$ cat config.mk
export PLATFORM = sky130hd
export DESIGN_NAME = traffic_light_ped_controller_core
export DESIGN_NICKNAME = d
export VERILOG_FILES = /design/src/rtl/tlpc_pkg.sv /design/src/rtl/tlpc_step.sv /design/src/rtl/traffic_light_ped_controller_core.sv
export SDC_FILE = /design/constraint.sdc
export NUM_CORES = 1
export LEC_CHECK = 0
export ABC_AREA = 0
export BUFFER_PORTS_ARGS = -buffer_cell sky130_fd_sc_hd__buf_2
export CAP_MARGIN = 10
export CORE_ASPECT_RATIO = 1.75
export CORE_MARGIN = 2
export CORE_UTILIZATION = 40
export CTS_BUF_LIST = sky130_fd_sc_hd__clkbuf_8 sky130_fd_sc_hd__clkbuf_16
export CTS_CLUSTER_DIAMETER = 80
export DETAILED_ROUTE_END_ITERATION = 10
export HOLD_SLACK_MARGIN = 0.08
export PLACE_DENSITY = 0.69
export SLEW_MARGIN = 20
export SYNTH_ARGS = -nofsm -noshare
export SYNTH_HDL_FRONTEND = slang
export SYNTH_SLANG_ARGS = --single-unit
$ cat constraint.sdc
create_clock -name clk -period 4.1 [get_ports clk]
set_input_delay 0 -clock clk [delete_from_list [all_inputs] [get_ports clk]]
set_output_delay 0 -clock clk [all_outputs]
set_load 0.01 [all_outputs]
$ cat src/rtl/tlpc_pkg.sv
// shared types and constants for the traffic light controller
package tlpc_pkg;

  localparam int DUR_W      = 16;
  localparam int CNT_W      = 8;
  localparam int PHASE_W    = 4;
  localparam int LAMP_W     = 8;
  localparam int CFG_IDX_W  = 3;
  localparam int CFG_DATA_W = 16;

  typedef enum logic [CFG_IDX_W-1:0] {
    REG_ALL_RED,
    REG_CHECK,
    REG_GREEN_CHECKS,
    REG_YELLOW,
    REG_CLEARANCE,
    REG_FLASH_HALF,
    REG_FLASH_COUNT,
    REG_WALK
  } cfg_reg_t;

  localparam logic [PHASE_W-1:0] PH_ALL_RED   = 4'd0;
  localparam logic [PHASE_W-1:0] PH_NS_GREEN  = 4'd1;
  localparam logic [PHASE_W-1:0] PH_NS_YELLOW = 4'd2;
  localparam logic [PHASE_W-1:0] PH_EW_GREEN  = 4'd3;
  localparam logic [PHASE_W-1:0] PH_EW_YELLOW = 4'd4;
  localparam logic [PHASE_W-1:0] PH_EW_FLASH  = 4'd5;
  localparam logic [PHASE_W-1:0] PH_WALK_NS   = 4'd6;
  localparam logic [PHASE_W-1:0] PH_NS_FLASH  = 4'd7;
  localparam logic [PHASE_W-1:0] PH_WALK_EW   = 4'd8;

  localparam logic [LAMP_W-1:0] L_RED_NS    = 8'h01;
  localparam logic [LAMP_W-1:0] L_YEL_NS    = 8'h02;
  localparam logic [LAMP_W-1:0] L_GRN_NS    = 8'h04;
  localparam logic [LAMP_W-1:0] L_RED_EW    = 8'h08;
  localparam logic [LAMP_W-1:0] L_YEL_EW    = 8'h10;
  localparam logic [LAMP_W-1:0] L_GRN_EW    = 8'h20;
  localparam logic [LAMP_W-1:0] L_WALK_STOP = 8'h40;
  localparam logic [LAMP_W-1:0] L_WALK_GO   = 8'h80;

  typedef struct packed {
    logic push_ns;
    logic push_ew;
  } item_t;

  typedef struct packed {
    logic               lamp_red_ns;
    logic               lamp_yellow_ns;
    logic               lamp_green_ns;
    logic               lamp_red_ew;
    logic               lamp_yellow_ew;
    logic               lamp_green_ew;
    logic               lamp_walk_stop;
    logic               lamp_walk_go;
    logic [PHASE_W-1:0] phase;
  } result_t;

  typedef struct packed {
    logic [DUR_W-1:0] all_red_ticks;
    logic [DUR_W-1:0] check_ticks;
    logic [CNT_W-1:0] green_checks;
    logic [DUR_W-1:0] yellow_ticks;
    logic [DUR_W-1:0] clearance_ticks;
    logic [DUR_W-1:0] flash_half_ticks;
    logic [CNT_W-1:0] flash_count;
    logic [DUR_W-1:0] walk_ticks;
  } cfg_t;

  typedef struct packed {
    logic [PHASE_W-1:0] phase;
    logic               sub1;
    logic [CNT_W-1:0]   rep;
    logic [PHASE_W-1:0] saved;
    logic [LAMP_W-1:0]  lamps;
  } ctl_t;

endpackage

$ cat src/rtl/tlpc_step.sv
// next-state and lamp logic for one tick of the controller
module tlpc_step #(
  parameter int TIMER_WIDTH = 16
) (
  input  tlpc_pkg::ctl_t           ctl,
  input  logic [TIMER_WIDTH-1:0]   tick,
  input  tlpc_pkg::cfg_t           cfg,
  input  tlpc_pkg::item_t          item,
  output tlpc_pkg::result_t        result,
  output tlpc_pkg::ctl_t           ctl_next,
  output logic [TIMER_WIDTH-1:0]   tick_next
);
  import tlpc_pkg::*;

  localparam int CW = (TIMER_WIDTH < DUR_W) ? TIMER_WIDTH : DUR_W;

  logic [PHASE_W-1:0]     ph;
  logic [LAMP_W-1:0]      lamp_on;
  logic [LAMP_W-1:0]      lamp_off;
  logic [LAMP_W-1:0]      lamps_a;
  logic [DUR_W-1:0]       dur_sel;
  logic [CW-1:0]          dur_w;
  logic [TIMER_WIDTH-1:0] seg_len;
  logic [TIMER_WIDTH-1:0] tick_inc;
  logic                   seg_end;
  logic [CNT_W-1:0]       rep_inc;
  logic [CNT_W-1:0]       green_min;
  logic [CNT_W-1:0]       flash_min;
  logic [PHASE_W-1:0]     resume_ph;

  assign ph = (ctl.phase > PH_WALK_EW) ? PH_ALL_RED : ctl.phase;

  // lamp changes that open a segment
  always_comb begin
    lamp_on  = '0;
    lamp_off = '0;
    unique case (ph)
      PH_ALL_RED: begin
        lamp_on = L_WALK_STOP | L_RED_NS | L_RED_EW;
      end
      PH_NS_GREEN: begin
        lamp_on  = L_RED_EW | L_GRN_NS;
        lamp_off = L_RED_NS;
      end
      PH_NS_YELLOW: begin
        lamp_on  = L_RED_EW | L_YEL_NS;
        lamp_off = L_GRN_NS;
      end
      PH_EW_GREEN: begin
        lamp_on  = ctl.sub1 ? (L_RED_NS | L_GRN_EW) : L_RED_NS;
        lamp_off = ctl.sub1 ? (L_YEL_NS | L_RED_EW) : L_YEL_NS;
      end
      PH_EW_YELLOW: begin
        lamp_on  = ctl.sub1 ? (L_RED_EW | L_RED_NS) : L_YEL_EW;
        lamp_off = ctl.sub1 ? L_YEL_EW : L_GRN_EW;
      end
      PH_EW_FLASH: begin
        lamp_on  = ctl.sub1 ? '0 : L_YEL_EW;
        lamp_off = ctl.sub1 ? L_YEL_EW : L_GRN_EW;
      end
      PH_NS_FLASH: begin
        lamp_on  = ctl.sub1 ? '0 : L_YEL_NS;
        lamp_off = ctl.sub1 ? L_YEL_NS : L_GRN_NS;
      end
      PH_WALK_NS: begin
        lamp_on  = L_RED_EW | L_WALK_GO;
        lamp_off = L_WALK_STOP;
      end
      default: begin
        lamp_on  = L_RED_NS | L_WALK_GO;
        lamp_off = L_WALK_STOP;
      end
    endcase
  end

  assign lamps_a = (tick == '0) ? ((ctl.lamps | lamp_on) & ~lamp_off) : ctl.lamps;

  assign result.lamp_red_ns    = |(lamps_a & L_RED_NS);
  assign result.lamp_yellow_ns = |(lamps_a & L_YEL_NS);
  assign result.lamp_green_ns  = |(lamps_a & L_GRN_NS);
  assign result.lamp_red_ew    = |(lamps_a & L_RED_EW);
  assign result.lamp_yellow_ew = |(lamps_a & L_YEL_EW);
  assign result.lamp_green_ew  = |(lamps_a & L_GRN_EW);
  assign result.lamp_walk_stop = |(lamps_a & L_WALK_STOP);
  assign result.lamp_walk_go   = |(lamps_a & L_WALK_GO);
  assign result.phase          = ph;

  // segment length
  always_comb begin
    unique case (ph)
      PH_ALL_RED:                dur_sel = cfg.all_red_ticks;
      PH_NS_GREEN:               dur_sel = cfg.check_ticks;
      PH_NS_YELLOW:              dur_sel = cfg.yellow_ticks;
      PH_EW_GREEN:               dur_sel = ctl.sub1 ? cfg.check_ticks : cfg.clearance_ticks;
      PH_EW_YELLOW:              dur_sel = ctl.sub1 ? cfg.clearance_ticks : cfg.yellow_ticks;
      PH_EW_FLASH, PH_NS_FLASH:  dur_sel = cfg.flash_half_ticks;
      default:                   dur_sel = cfg.walk_ticks;
    endcase
  end

  assign dur_w     = dur_sel[CW-1:0];
  assign seg_len   = (dur_w == '0) ? TIMER_WIDTH'(1) : TIMER_WIDTH'(dur_w);
  assign tick_inc  = tick + TIMER_WIDTH'(1);
  assign seg_end   = (tick_inc == '0) || (tick_inc >= seg_len);
  assign rep_inc   = ctl.rep + CNT_W'(1);
  assign green_min = (cfg.green_checks == '0) ? CNT_W'(1) : cfg.green_checks;
  assign flash_min = (cfg.flash_count == '0) ? CNT_W'(1) : cfg.flash_count;
  assign resume_ph = (ctl.saved <= PH_EW_YELLOW) ? ctl.saved : PH_ALL_RED;

  always_comb begin
    ctl_next       = ctl;
    ctl_next.phase = ph;
    ctl_next.lamps = lamps_a;
    tick_next      = tick_inc;
    if (seg_end) begin
      tick_next = '0;
      unique case (ph)
        PH_ALL_RED: begin
          ctl_next.phase = PH_NS_GREEN;
          ctl_next.sub1  = 1'b0;
          ctl_next.rep   = '0;
        end
        PH_NS_YELLOW: begin
          ctl_next.phase = PH_EW_GREEN;
          ctl_next.sub1  = 1'b0;
          ctl_next.rep   = '0;
        end
        PH_NS_GREEN, PH_EW_GREEN: begin
          priority if (ph == PH_EW_GREEN && !ctl.sub1) begin
            ctl_next.sub1 = 1'b1;
          end else if (item.push_ns) begin
            ctl_next.saved = ph;
            ctl_next.phase = (ph == PH_EW_GREEN) ? PH_EW_FLASH : PH_WALK_NS;
            ctl_next.sub1  = 1'b0;
            ctl_next.rep   = '0;
          end else if (item.push_ew) begin
            ctl_next.saved = ph;
            ctl_next.phase = (ph == PH_NS_GREEN) ? PH_NS_FLASH : PH_WALK_EW;
            ctl_next.sub1  = 1'b0;
            ctl_next.rep   = '0;
          end else if (rep_inc >= green_min) begin
            ctl_next.phase = ph + PHASE_W'(1);
            ctl_next.sub1  = 1'b0;
            ctl_next.rep   = '0;
          end else begin
            ctl_next.rep = rep_inc;
          end
        end
        PH_EW_YELLOW: begin
          if (ctl.sub1) begin
            ctl_next.phase = PH_ALL_RED;
            ctl_next.sub1  = 1'b0;
            ctl_next.rep   = '0;
          end else begin
            ctl_next.sub1 = 1'b1;
          end
        end
        PH_EW_FLASH, PH_NS_FLASH: begin
          priority if (!ctl.sub1) begin
            ctl_next.sub1 = 1'b1;
          end else if (rep_inc >= flash_min) begin
            ctl_next.phase = ph + PHASE_W'(1);
            ctl_next.sub1  = 1'b0;
            ctl_next.rep   = '0;
          end else begin
            ctl_next.sub1 = 1'b0;
            ctl_next.rep  = rep_inc;
          end
        end
        PH_WALK_NS: begin
          ctl_next.lamps = (lamps_a | L_WALK_STOP) & ~(L_WALK_GO | L_RED_EW);
          ctl_next.phase = resume_ph;
          ctl_next.sub1  = (resume_ph == PH_EW_GREEN);
          ctl_next.rep   = '0;
        end
        default: begin
          ctl_next.lamps = (lamps_a | L_WALK_STOP) & ~(L_WALK_GO | L_RED_NS);
          ctl_next.phase = resume_ph;
          ctl_next.sub1  = (resume_ph == PH_EW_GREEN);
          ctl_next.rep   = '0;
        end
      endcase
    end
  end

endmodule

$ cat src/rtl/traffic_light_ped_controller_core.sv
// top level of the traffic light controller with pedestrian crossing
//
//   channel  | signals                              | role
//   item     | item_valid, item_ready, item         | one base tick with button levels
//   result   | result_valid, result_ready, result   | lamp levels and phase for that tick
//   cfg      | cfg_valid, cfg_ready, cfg_index/data | timing register write
//
// one transaction per cycle sustained while result_ready is high; a result is
// valid once its item transaction has passed the input register and then the
// result register
// the tick logic between the two registers is a single pass, state updates as
// the item moves into the result register
// reset puts the controller in all-red with all lamps off and loads the
// default timings; a stalled result holds and the input register keeps accepting
// until it fills
module traffic_light_ped_controller_core #(
  parameter int TIMER_WIDTH = 16
) (
  input  logic                                 clk,
  input  logic                                 rst,
  input  logic                                 item_valid,
  output logic                                 item_ready,
  input  tlpc_pkg::item_t                      item,
  output logic                                 result_valid,
  input  logic                                 result_ready,
  output tlpc_pkg::result_t                    result,
  input  logic                                 cfg_valid,
  output logic                                 cfg_ready,
  input  logic [tlpc_pkg::CFG_IDX_W-1:0]       cfg_index,
  input  logic [tlpc_pkg::CFG_DATA_W-1:0]      cfg_data
);
  import tlpc_pkg::*;

  item_t                  item_q;
  logic                   item_full;
  logic                   advance;
  cfg_t                   cfg;
  ctl_t                   ctl;
  ctl_t                   ctl_next;
  logic [TIMER_WIDTH-1:0] tick;
  logic [TIMER_WIDTH-1:0] tick_next;
  result_t                result_next;

  assign advance    = item_full && (!result_valid || result_ready);
  assign item_ready = !item_full || advance;
  assign cfg_ready  = 1'b1;

  tlpc_step #(
    .TIMER_WIDTH(TIMER_WIDTH)
  ) u_step (
    .ctl       (ctl),
    .tick      (tick),
    .cfg       (cfg),
    .item      (item_q),
    .result    (result_next),
    .ctl_next  (ctl_next),
    .tick_next (tick_next)
  );

  always_ff @(posedge clk) begin
    if (item_valid && item_ready) begin
      item_q <= item;
    end
    if (advance) begin
      result <= result_next;
    end
    if (rst) begin
      item_full    <= 1'b0;
      result_valid <= 1'b0;
      ctl          <= '0;
      tick         <= '0;
    end else begin
      if (item_ready) begin
        item_full <= item_valid;
      end
      if (advance) begin
        result_valid <= 1'b1;
        ctl          <= ctl_next;
        tick         <= tick_next;
      end else if (result_ready) begin
        result_valid <= 1'b0;
      end
    end
  end

  // timing registers
  always_ff @(posedge clk) begin
    if (rst) begin
      cfg.all_red_ticks    <= DUR_W'(40);
      cfg.check_ticks      <= DUR_W'(4);
      cfg.green_checks     <= CNT_W'(20);
      cfg.yellow_ticks     <= DUR_W'(12);
      cfg.clearance_ticks  <= DUR_W'(20);
      cfg.flash_half_ticks <= DUR_W'(1);
      cfg.flash_count      <= CNT_W'(20);
      cfg.walk_ticks       <= DUR_W'(60);
    end else if (cfg_valid && cfg_ready) begin
      unique case (cfg_reg_t'(cfg_index))
        REG_ALL_RED:      cfg.all_red_ticks    <= cfg_data;
        REG_CHECK:        cfg.check_ticks      <= cfg_data;
        REG_GREEN_CHECKS: cfg.green_checks     <= cfg_data[CNT_W-1:0];
        REG_YELLOW:       cfg.yellow_ticks     <= cfg_data;
        REG_CLEARANCE:    cfg.clearance_ticks  <= cfg_data;
        REG_FLASH_HALF:   cfg.flash_half_ticks <= cfg_data;
        REG_FLASH_COUNT:  cfg.flash_count      <= cfg_data[CNT_W-1:0];
        REG_WALK:         cfg.walk_ticks       <= cfg_data;
        default:          cfg.walk_ticks       <= cfg.walk_ticks;
      endcase
    end
  end

endmodule

; Word level (Yosys, flattened, before mapping)
; Index checks and enable logic that the tools add are counted.
[totals]
register_bits = 169
latch_bits = 0
mem_bits_rw = 0
mem_bits_ro = 0
inputBits = 26
out_inout_bits = 15
memories = 0
[op_classes]
addsub = 3
n_mul = 0
div_mod_pow = 0
n_lt_le_gt_ge = 5
n_eq_ne = 19
shift = 0
n_mux = 43
bitwise = 4
n_reduce_logical = 33
[ops]
columns = cell, count
row1 = case mux 16 bit (6 select lines), 1
row2 = case mux 13 bit (5 select lines), 1
row3 = two-way mux 16 bit, 4
row4 = case mux 8 bit (8 select lines), 1
row5 = two-way mux 8 bit, 7
row6 = logical NOT 16 bit, 3
row7 = case mux 8 bit (6 select lines), 1
row8 = two-way mux 4 bit, 10
row9 = two-way mux 25 bit, 1
row10 = two-way mux 17 bit, 1
row11 = "adder 16 x 1 -> 16 bit, second input constant", 1
row12 = "== test 4 x 3 -> 1 bit, second input constant", 4
row13 = greater-or-equal comparator 16 bit, 1
row14 = greater-or-equal comparator 8 bit, 2
row15 = logical NOT 8 bit, 2
row16 = case mux 8 bit (2 select lines), 1
row17 = AND reduction 2 bit, 8
row18 = two-way mux 5 bit, 3
row19 = two-way mux 13 bit, 1
row20 = "== test 3 bit, second input constant", 4
row21 = "== test 4 x 2 -> 1 bit, second input constant", 3
row22 = two-way mux 12 bit, 1
row23 = two-way mux 6 bit, 2
row24 = AND reduction 5 bit, 2
row25 = other kinds (25), 42

; Longest topological paths before layout
; Gate-level depths: netlist of the first run.
[logic_depth]
word_depth = 10
ltp_mapped = 22
depth_no_buf = 18

; By module
; From an unflattened synthesis of the first run, not the netlist that was laid out.
[unflattened]
cells_unflattened = 1180
area_unflattened_um2 = 9634.2
[modules_own_cells]
columns = mod, instances, cells_each, area_per_inst_um2, seq_area_each_um2
row1 = traffic_light_ped_controller_core, 1, 684, 6354.8, 3523.4
row2 = tlpc_step, 1, 496, 3279.4, 0.0

; Worst setup path before layout of the first run
; No wires, ideal clock.
[synth_timing]
path_type = register to register
startpoint = register ctl[24] (netlist name)
endpoint = register tick[3]
setup_time_ps = 74
arrival_ps = 4306
t_required_ps = 4026
slack_ps = -281
path_stages_with_launch = 22
n_path_buf = 4
period_less_slack_ps = 4381
path_cell_list = dfxtp_1 > clkbuf_1 > nand2b_1 > ha_1 > or4bb_1 > o31ai_1 > clkbuf_1 > a22oi_1 > nand3_1 > o21ai_0 > nand4_1 > o31ai_1 > ha_1 > nor2b_1 > o21ai_0 > a31oi_1 > a21oi_1 > nor2_1 > clkbuf_1 > clkbuf_1 > nand4_1 > a31oi_1
[synth_via]
elab_chain_len = 10
[synth_lines]
columns = element, line_no
row1 = > comparator 4 bit, tlpc_step.sv:31  ; assign ph = (ctl.phase > PH_WALK_EW) ? PH_ALL_RED : ctl.phase;
row2 = two-way mux 4 bit *, tlpc_step.sv:31
row3 = == test 4 x 3 -> 1 bit, tlpc_step.sv:90  ; unique case (ph)
row4 = OR reduction 2 bit, tlpc_step.sv:90
row5 = case mux 16 bit (6 select lines) *, tlpc_step.sv:90
row6 = logical NOT 16 bit, tlpc_step.sv:102  ; assign seg_len = (dur_w == '0) ? TIMER_WIDTH'(1) : TIMER_WIDTH'(dur_w);
row7 = two-way mux 16 bit *, tlpc_step.sv:102
row8 = greater-or-equal comparator 16 bit *, tlpc_step.sv:104  ; assign seg_end = (tick_inc == '0) || (tick_inc >= seg_len);
row9 = logical OR 1 bit *, tlpc_step.sv:104
row10 = two-way mux 16 bit *, tlpc_step.sv:115  ; if (seg_end) begin
row11 = "end signal, assigned", traffic_light_ped_controller_core.sv:79  ; tick <= tick_next;
row12 = "end, declared", traffic_light_ped_controller_core.sv:40  ; logic [TIMER_WIDTH-1:0] tick;
; Mark *: on every way between the ends. The rest lies on a longest branch, timed or not.
; A chain may end at the register's enable or synchronous reset.

; Worst setup path after layout of the first run
[layout_timing]
startpoint = register ctl[24] (netlist name)
endpoint = register ctl[8] (netlist name)
[layout_via]
elab_chain_len = 10
[layout_lines]
columns = element, line_no
row1 = > comparator 4 bit, tlpc_step.sv:31
row2 = two-way mux 4 bit *, tlpc_step.sv:31
row3 = == test 4 x 3 -> 1 bit, tlpc_step.sv:90
row4 = OR reduction 2 bit, tlpc_step.sv:90
row5 = case mux 16 bit (6 select lines), tlpc_step.sv:90
row6 = logical NOT 16 bit, tlpc_step.sv:102
row7 = two-way mux 16 bit, tlpc_step.sv:102
row8 = greater-or-equal comparator 16 bit, tlpc_step.sv:104
row9 = logical OR 1 bit, tlpc_step.sv:104
row10 = AND reduction 5 bit (no source line), n/a
; Mark *: on every way between the ends. The rest lies on a longest branch, timed or not. The select of a mux whose other input is x is not followed.

==> results.json, run 1 <==
{
  "path_delay_family": "compound AO/OA/AOI/OAI gates",
  "mostFrequentLayoutCells": "nand2_1 (268), dfxtp_1 (153), a21oi_1 (130), buf_4 (73), nor2_1 (46)",
  "insertion_delay_ps": 460,
  "cts_root_buf": "clkbuf_16",
  "netlist_area_um2": 8850,
  "synth-main-ff-cell": "dfxtp_1",
  "ys_ff_latch": 169,
  "cp-end-kind": "flop",
  "rsz_0062_raised_after_global_routing": "yes",
  "hpwl_after_detailed_placement_um": 18300,
  "synthesis.area_per_instance_um2": 7.90,
  "netSwitchingFraction": 0.263,
  "placementRows": 72,
  "power_frac_comb": 0.068,
  "placeableCoreArea_um2": 21900,
  "worst_ep_arrival_time_ps": 4450,
  "async_reset_ff_frac": 0,
  "crit_path_start_kind": "flop",
  "drtAntennaViolNets": 0,
  "antenna-diode-count": 0,
  "failed_checks": "negative setup slack",
  "setup_skew_ps": 8.99,
  "hold_viol": 0,
  "routed_wirelength_um": 26900,
  "drt-initial-drc-count": 592,
  "cpMaxStageDelayCell": "or4bb_4",
  "cts_made_buffers": 17,
  "hp-class": "input port to flop",
  "cts_tree": "done",
  "final.period_utilization": 1.00,
  "setup_violations": 2,
  "port_buffers": 39,
  "worst_path_cell_chain": "buf_8 -> nand2b_4 -> ha_4 -> or4bb_4 -> o31ai_4 -> a22oi_2 -> o211ai_1 -> buf_4 -> buf_4 -> inv_1 -> ha_1 -> a21oi_1 -> o21ai_0 -> a221o_1 -> buf_4 -> nor2_4 -> buf_12 -> a21oi_4 -> mux2_4",
  "globalRoute.totalOverflow": 0,
  "p_per_cell_area_nw_per_um2": 336,
  "critPathMostFrequentCell": "buf_4",
  "globalRouteTotalUtil": 0.227,
  "synth-seq-area-share": 0.398,
  "path_class": "flop to flop",
  "number_of_global_route_vias_before_repair": 8281,
  "initial_utilization": 0.404,
  "numPlacedInstances": 1453,
  "worst_ir_drop_on_vdd_uv": 290,
  "crit_path_max_incr_delay_ps": 590,
  "synthDistinctLibCells": 76,
  "finalWeightedCongestion": 0.905,
  "max_cap_violations": 0,
  "worst-slew-pin-transition_ps": 1050,
  "1st_pass_router_iterations": 7,
  "setup.worst_path.start": "ctl[24]",
  "layout.cells.most_common": "nand2_1",
  "setup_slack_ps": -6.54,
  "synth.net_count": 1184,
  "post_drt_wl_per_cell_um": 17.7,
  "num_io_pins": 41,
  "drive_gt1_frac": 0.183,
  "cts.path.max_buffers": 2,
  "timing.critical_path.required_ps": 4450,
  "period_minus_slack_ps": 4110,
  "die_height_um": 201,
  "cts.sinks": 169,
  "crit_path_max_fanout": 9,
  "num-nets-final": 1272,
  "finish.cell_count_without_fillers": 1517,
  "area_growth_pct": 24.3,
  "die-area_um2": 23400,
  "critPathBufInv": 6,
  "worst_r2r_startpoint": "ctl[24]",
  "intPower_mw": 2.73,
  "power.net_switching_uw": 975,
  "worst_hold_startpoint": "rst",
  "total_count_of_max_transition_violations_in_the_final_report": 0,
  "power.share.sequential": 0.465,
  "clock_power_share": 0.466,
  "grt_pass1_wl_um": 41500,
  "status": "finished, violations left",
  "placement.setup.worst_slack_ps": -169,
  "grt_max_degree": 98,
  "floorplan.die.width_um": 116,
  "synthesized_instance_count": 1120,
  "synth-edff-count": 14,
  "synthesis_warnings": 0,
  "relSlewSlack": 0.303,
  "number_of_antenna_violations_at_the_first_check_in_global_routing": 0,
  "leakagePower_nw": 4.18,
  "clkTransAtPathRegs_ps": 70,
  "routed_via_density": 5.61,
  "cts-htree-levels": 4,
  "detailroute.via_count": 8504,
  "post-route-drc-count": 0,
  "max_freq_mhz": 244
}
registers in the layout, summed over array words and instances (netlist names):
register      cells
ctl              25
result_valid      1
item_full         1
cfg             112
result           12
tick             16
item_q            2
synthesized netlist by cell type (14+ instances only):
cell	number	area (um2)
nand2_1	268	1010
dfxtp_1	155	3100
ha_1	38	475
nand3_1	37	185
a21oi_1	141	706
nand2b_1	15	93.8
edfxtp_1	14	420
nor2_1	49	184
o21ai_0	21	105
nand4_1	17	106
a22oi_1	26	195
nor3_1	16	80.1
clkbuf_1	54	203
nand3b_1	17	128
inv_1	42	158
power by group through the flow:
stage                     clock network [mW]  registers (mW)  logic (mW)
final                                   1.73            1.72       0.253
after global routing                    1.80            1.73       0.277
after CTS                               1.74            1.72       0.245
after detailed placement                   0            1.76       0.229
after global placement                     0            1.76       0.224
after floorplan                            0            1.75       0.146
routing by layer:
| layer | track usage | wire length, um |
|---|---|---|
| met4 | 0.126 | 1380 |
| met1 | 0.243 | 10100 |
| met3 | 0.0356 | 1120 |
| met2 | 0.412 | 14200 |
| met5 | 0 | 0 |
logic make-up (layout without fill, tap and decap cells):
logic type                 count (synthesis)  in the layout  synth area share
and+or+nand+nor                          481            481             0.258
AOI/OAI and AO/OA                        272            273             0.191
DFF                                      169            169             0.398
buffers and inverters                    120            220            0.0565
adders and majority gates                 38             38            0.0537
xor gates and xnor gates                  22             22            0.0218
muxes                                     17             17            0.0204
other                                      1              1          0.000424
layout make-up:
type / count / area, um2
flip-flops and latches: 169 / 3530
multi-input cells: 832 / 5120
well taps: 296 / 370
inverters: 43 / 166
fillers: 2072 / 10900
repair buffers: 145 / 1190
clock inverters: 15 / 201
clock buffers: 17 / 425
worst reg2reg max path, cell delays in order, from the launching register on:
cell	delay (ps)
dfxtp_2	340
buf_8	120
nand2b_4	150
ha_4	140
or4bb_4	590
o31ai_4	180
a22oi_2	110
o211ai_1	180
buf_4	160
buf_4	90
inv_1	30
ha_1	280
a21oi_1	150
o21ai_0	120
a221o_1	420
buf_4	170
nor2_4	200
buf_12	180
a21oi_4	80
mux2_4	300
path summary, 6_finish.rpt:
path | endpoint | slack (ps) | cells after the start
max | ctl[8] | -7 | 19
min | result_valid | 170 | 2
max reg2reg | ctl[8] | -7 | 19
min reg2reg | cfg[79] | 460 | 2
stage by stage:
stage                     TNS (ps)  area (um2)  utilization  hold slack (ps)  total power [mW]
after floorplan                  0        8940            -             98.9              1.90
after global placement       -3230        9780        0.447              195              1.98
after detailed placement     -2640        9780        0.447              179              1.99
after CTS                        0       10600        0.486              171              3.70
after global routing         -5930       11000        0.503              214              3.81
final                        -11.2       11000        0.503              168              3.70
what timing repair did:
action | CTS | global route
gates cloned | 0 | 4
buffers inserted | 0 | 7
resized for setup | 8 | 50
endpoints found under the hold margin | 118 | 0
endpoints found under the setup margin | 37 | 37
hold buffers | 21 | 0
pin swaps | 4 | 36
Power figures use the tool's default switching activity.
==> run 2: changes to the inputs <==
--- a/config.mk
+++ b/config.mk
@@ -19,4 +19,5 @@
 export SLEW_MARGIN = 20
 export SYNTH_ARGS = -nofsm -noshare
 export SYNTH_HDL_FRONTEND = slang
+export SYNTH_HIERARCHICAL = 1
 export SYNTH_SLANG_ARGS = --single-unit
==> results.json, run 2 <==
{
  "cts.path.max_buffers": 2,
  "synth-seq-area-share": 0.366,
  "synth.cells.most_frequent": "nand2_1 (228), dfxtp_1 (155), a21oi_1 (110)",
  "placement.setup.worst_slack_ps": -516,
  "port_buffers": 39,
  "synth.net_count": 1247,
  "cts_made_buffers": 17,
  "crit_path_start_kind": "flop",
  "synthAdderAreaFrac": 0.0532,
  "cts_root_buf": "clkbuf_16",
  "placeableCoreArea_um2": 23800,
  "globalRoute.totalOverflow": 0,
  "die-area_um2": 25400,
  "timing.critical_path.required_ps": 4430,
  "multi_input_comb_area_um2": 5820,
  "antenna-diode-count": 0,
  "1st_pass_router_iterations": 7,
  "largest_register_by_flop_count": "cfg",
  "synth-main-ff-cell": "dfxtp_1",
  "worst-slew-pin-transition_ps": 956,
  "reg_top3": "cfg (112), ctl (25), tick (16)",
  "async_reset_ff_frac": 0,
  "total_count_of_max_transition_violations_in_the_final_report": 0,
  "ys_ff_latch": 169,
  "fin_worst_hold_slack_ps": 44.0,
  "worst_ir_drop_on_vdd_uv": 266,
  "hold_viol": 0,
  "combinational_family_with_the_most_area_after_synthesis": "simple AND/OR/NAND/NOR gates",
  "max_cap_violations": 0,
  "relSlewSlack": 0.358,
  "leakagePower_nw": 4.56,
  "post_synth_xor_xnor_area": 0.0173,
  "status": "finished, violations left",
  "clkTransAtPathRegs_ps": 70,
  "setup-tns-final_ps": -12010,
  "rsz_0062_raised_after_global_routing": "yes",
  "globalRouteTotalUtil": 0.209,
  "numPlacedInstances": 1535,
  "drive_gt1_frac": 0.206,
  "initial_utilization": 0.404,
  "number_of_global_route_vias_before_repair": 8631,
  "max_freq_mhz": 220,
  "insertion_delay_ps": 450,
  "synthDistinctLibCells": 78,
  "hpwl_after_detailed_placement_um": 18600,
  "period_minus_slack_ps": 4560,
  "netSwitchingFraction": 0.260,
  "synthesized_instance_count": 1180,
  "layout.cells.most_common": "nand2_1",
  "yosysTopAreaCellShare": 0.322,
  "grt_pass1_wl_um": 42400,
  "grt_max_degree": 125,
  "setup_violations": 37,
  "cts-htree-levels": 4,
  "synthesis.area_per_instance_um2": 8.16,
  "post_synth_and_or_nand_nor_area_fraction": 0.267,
  "area_growth_pct": 22.8,
  "finalWeightedCongestion": 0.901,
  "power_frac_comb": 0.078,
  "setup_skew_ps": 15.1,
  "power.share.sequential": 0.475,
  "crit_path_max_fanout": 8,
  "finish.cell_count_without_fillers": 1604,
  "routed_wirelength_um": 26300,
  "detailroute.via_count": 8787,
  "fillerInstances": 2323,
  "synth_top_cells_by_area": "dfxtp_1 (32%), nand2_1 (8.9%), nand2b_1 (6.0%)",
  "netlist_area_um2": 9630,
  "number_of_antenna_violations_at_the_first_check_in_global_routing": 0,
  "placementRows": 75,
  "clock_power_share": 0.447,
  "num_io_pins": 41,
  "synthDominantAreaCellType": "dfxtp_1",
  "path_class": "flop to flop",
  "worst_ep_arrival_time_ps": 4890,
  "floorplan.die.width_um": 121,
  "synthesis_warnings": 6,
  "p_per_cell_area_nw_per_um2": 306,
  "largest_register_ff_count": 112,
  "post-route-drc-count": 0,
  "routed_via_density": 5.48,
  "muxShareOfSynthArea": 0.0647,
  "die_height_um": 209,
  "cts.sinks": 169,
  "intPower_mw": 2.68,
  "power.net_switching_uw": 940,
  "cts_tree": "done",
  "failed_checks": "negative setup slack",
  "num-nets-final": 1350,
  "cp-end-kind": "flop",
  "synth-edff-count": 14,
  "synth_compound_area_frac": 0.166,
  "setup_slack_ps": -455,
  "drt-initial-drc-count": 492,
  "mostFrequentLayoutCells": "nand2_1 (225), dfxtp_1 (153), a21oi_1 (109), buf_4 (96), nand2b_1 (91)",
  "register_area_um2": 3530,
  "post_drt_wl_per_cell_um": 16.4,
  "yosysMostFrequentCell": "nand2_1",
  "drtAntennaViolNets": 0,
  "final.period_utilization": 1.11,
  "hp-class": "input port to flop"
}
-- run 2: cell count changes in the layout (fill, tap and decap cells not counted), sizes merged, moves of 16 or more --
cell    change
nand3b     -16
nand2b     +78
buf        +26
mux2i      +45
a21oi      -25
and2       +22
nand3      -17
nand2      -38
-- run 2: what timing repair did --
| item | 4_1_cts | 5_1_grt |
|---|---|---|
| hold endpoints to repair | 118 | 2 |
| gates resized for setup | 36 | 31 |
| pin swaps | 22 | 25 |
| hold buffers | 21 | 2 |
| setup buffers | 12 | 3 |
| gates cloned | 1 | 0 |
| setup endpoints to repair | 37 | 37 |
-- run 2: cells by family (layout without fill, tap and decap cells) --
kind of cell | count (synthesis) | after routing
buffers and inverters | 133 | 249
muxes | 61 | 61
xor gates and xnor gates | 19 | 19
and+or+nand+nor | 507 | 507
AOI/OAI and AO/OA | 249 | 249
DFF | 169 | 169
other | 1 | 1
adders and majority gates | 41 | 41
-- run 2: final cells by class --
cell class,instances,share of cell area
tap,308,0.0326
multi-input combinational,878,0.492
clock inverter,15,0.0132
timing repair buffer,171,0.113
clock buffer,17,0.0359
sequential,169,0.298
inverter,46,0.0152
-- run 2: path summary, 6_finish.rpt --
| check | slack [ps] | startpoint | depth (start not counted) | to |
|---|---|---|---|---|
| max | -460 | ctl[24] | 23 | ctl[8] |
| max reg2reg | -460 | ctl[24] | 23 | ctl[8] |
| min | 40 | cfg_index[1] | 4 | cfg[97] |
| min reg2reg | 450 | cfg[27] | 2 | cfg[27] |
-- run 2: power groups by stage --
stage	Combinational, mW	Clock, mW	Sequential (mW)
global placement	0.248	0	1.76
finish	0.282	1.62	1.72
floorplan	0.177	0	1.75
CTS	0.273	1.63	1.72
detailed placement	0.254	0	1.76
global route	0.306	1.71	1.72
-- run 2: critical path, cell delays in order, from the launching register on --
cell and delay (ps):
dfxtp_4 370, nand2b_4 160, buf_6 130, ha_4 170, buf_4 140, buf_4 160
nand4b_1 140, o31ai_4 130, buf_12 150, a22oi_1 150, a32oi_1 160, a2111oi_2 340
nand4_1 160, o21ai_1 180, ha_1 250, nand2b_4 150, a2111oi_4 310, nor3_2 90
o31ai_4 270, o211a_4 250, or3_4 150, mux2_4 290, nand2b_1 70, mux2i_1 60
-- run 2: per-stage QoR --
stage | area [um2] | util | total power, mW
3_3_place_gp | 10600 | 0.446 | 2.00
2_1_floorplan | 9780 | - | 1.93
4_1_cts | 11700 | 0.489 | 3.63
5_1_grt | 11800 | 0.496 | 3.73
6_report | 11800 | 0.496 | 3.62
3_5_place_dp | 10600 | 0.446 | 2.01
-- run 2: routing by layer --
layer	wire, um	share of wire	vias up	global-route usage
li1	-	-	4321	-
met4	1420	0.054	0	0.126
met1	10200	0.39	4158	0.221
met3	882	0.034	92	0.0351
met5	0	0	-	0
met2	13800	0.53	216	0.381
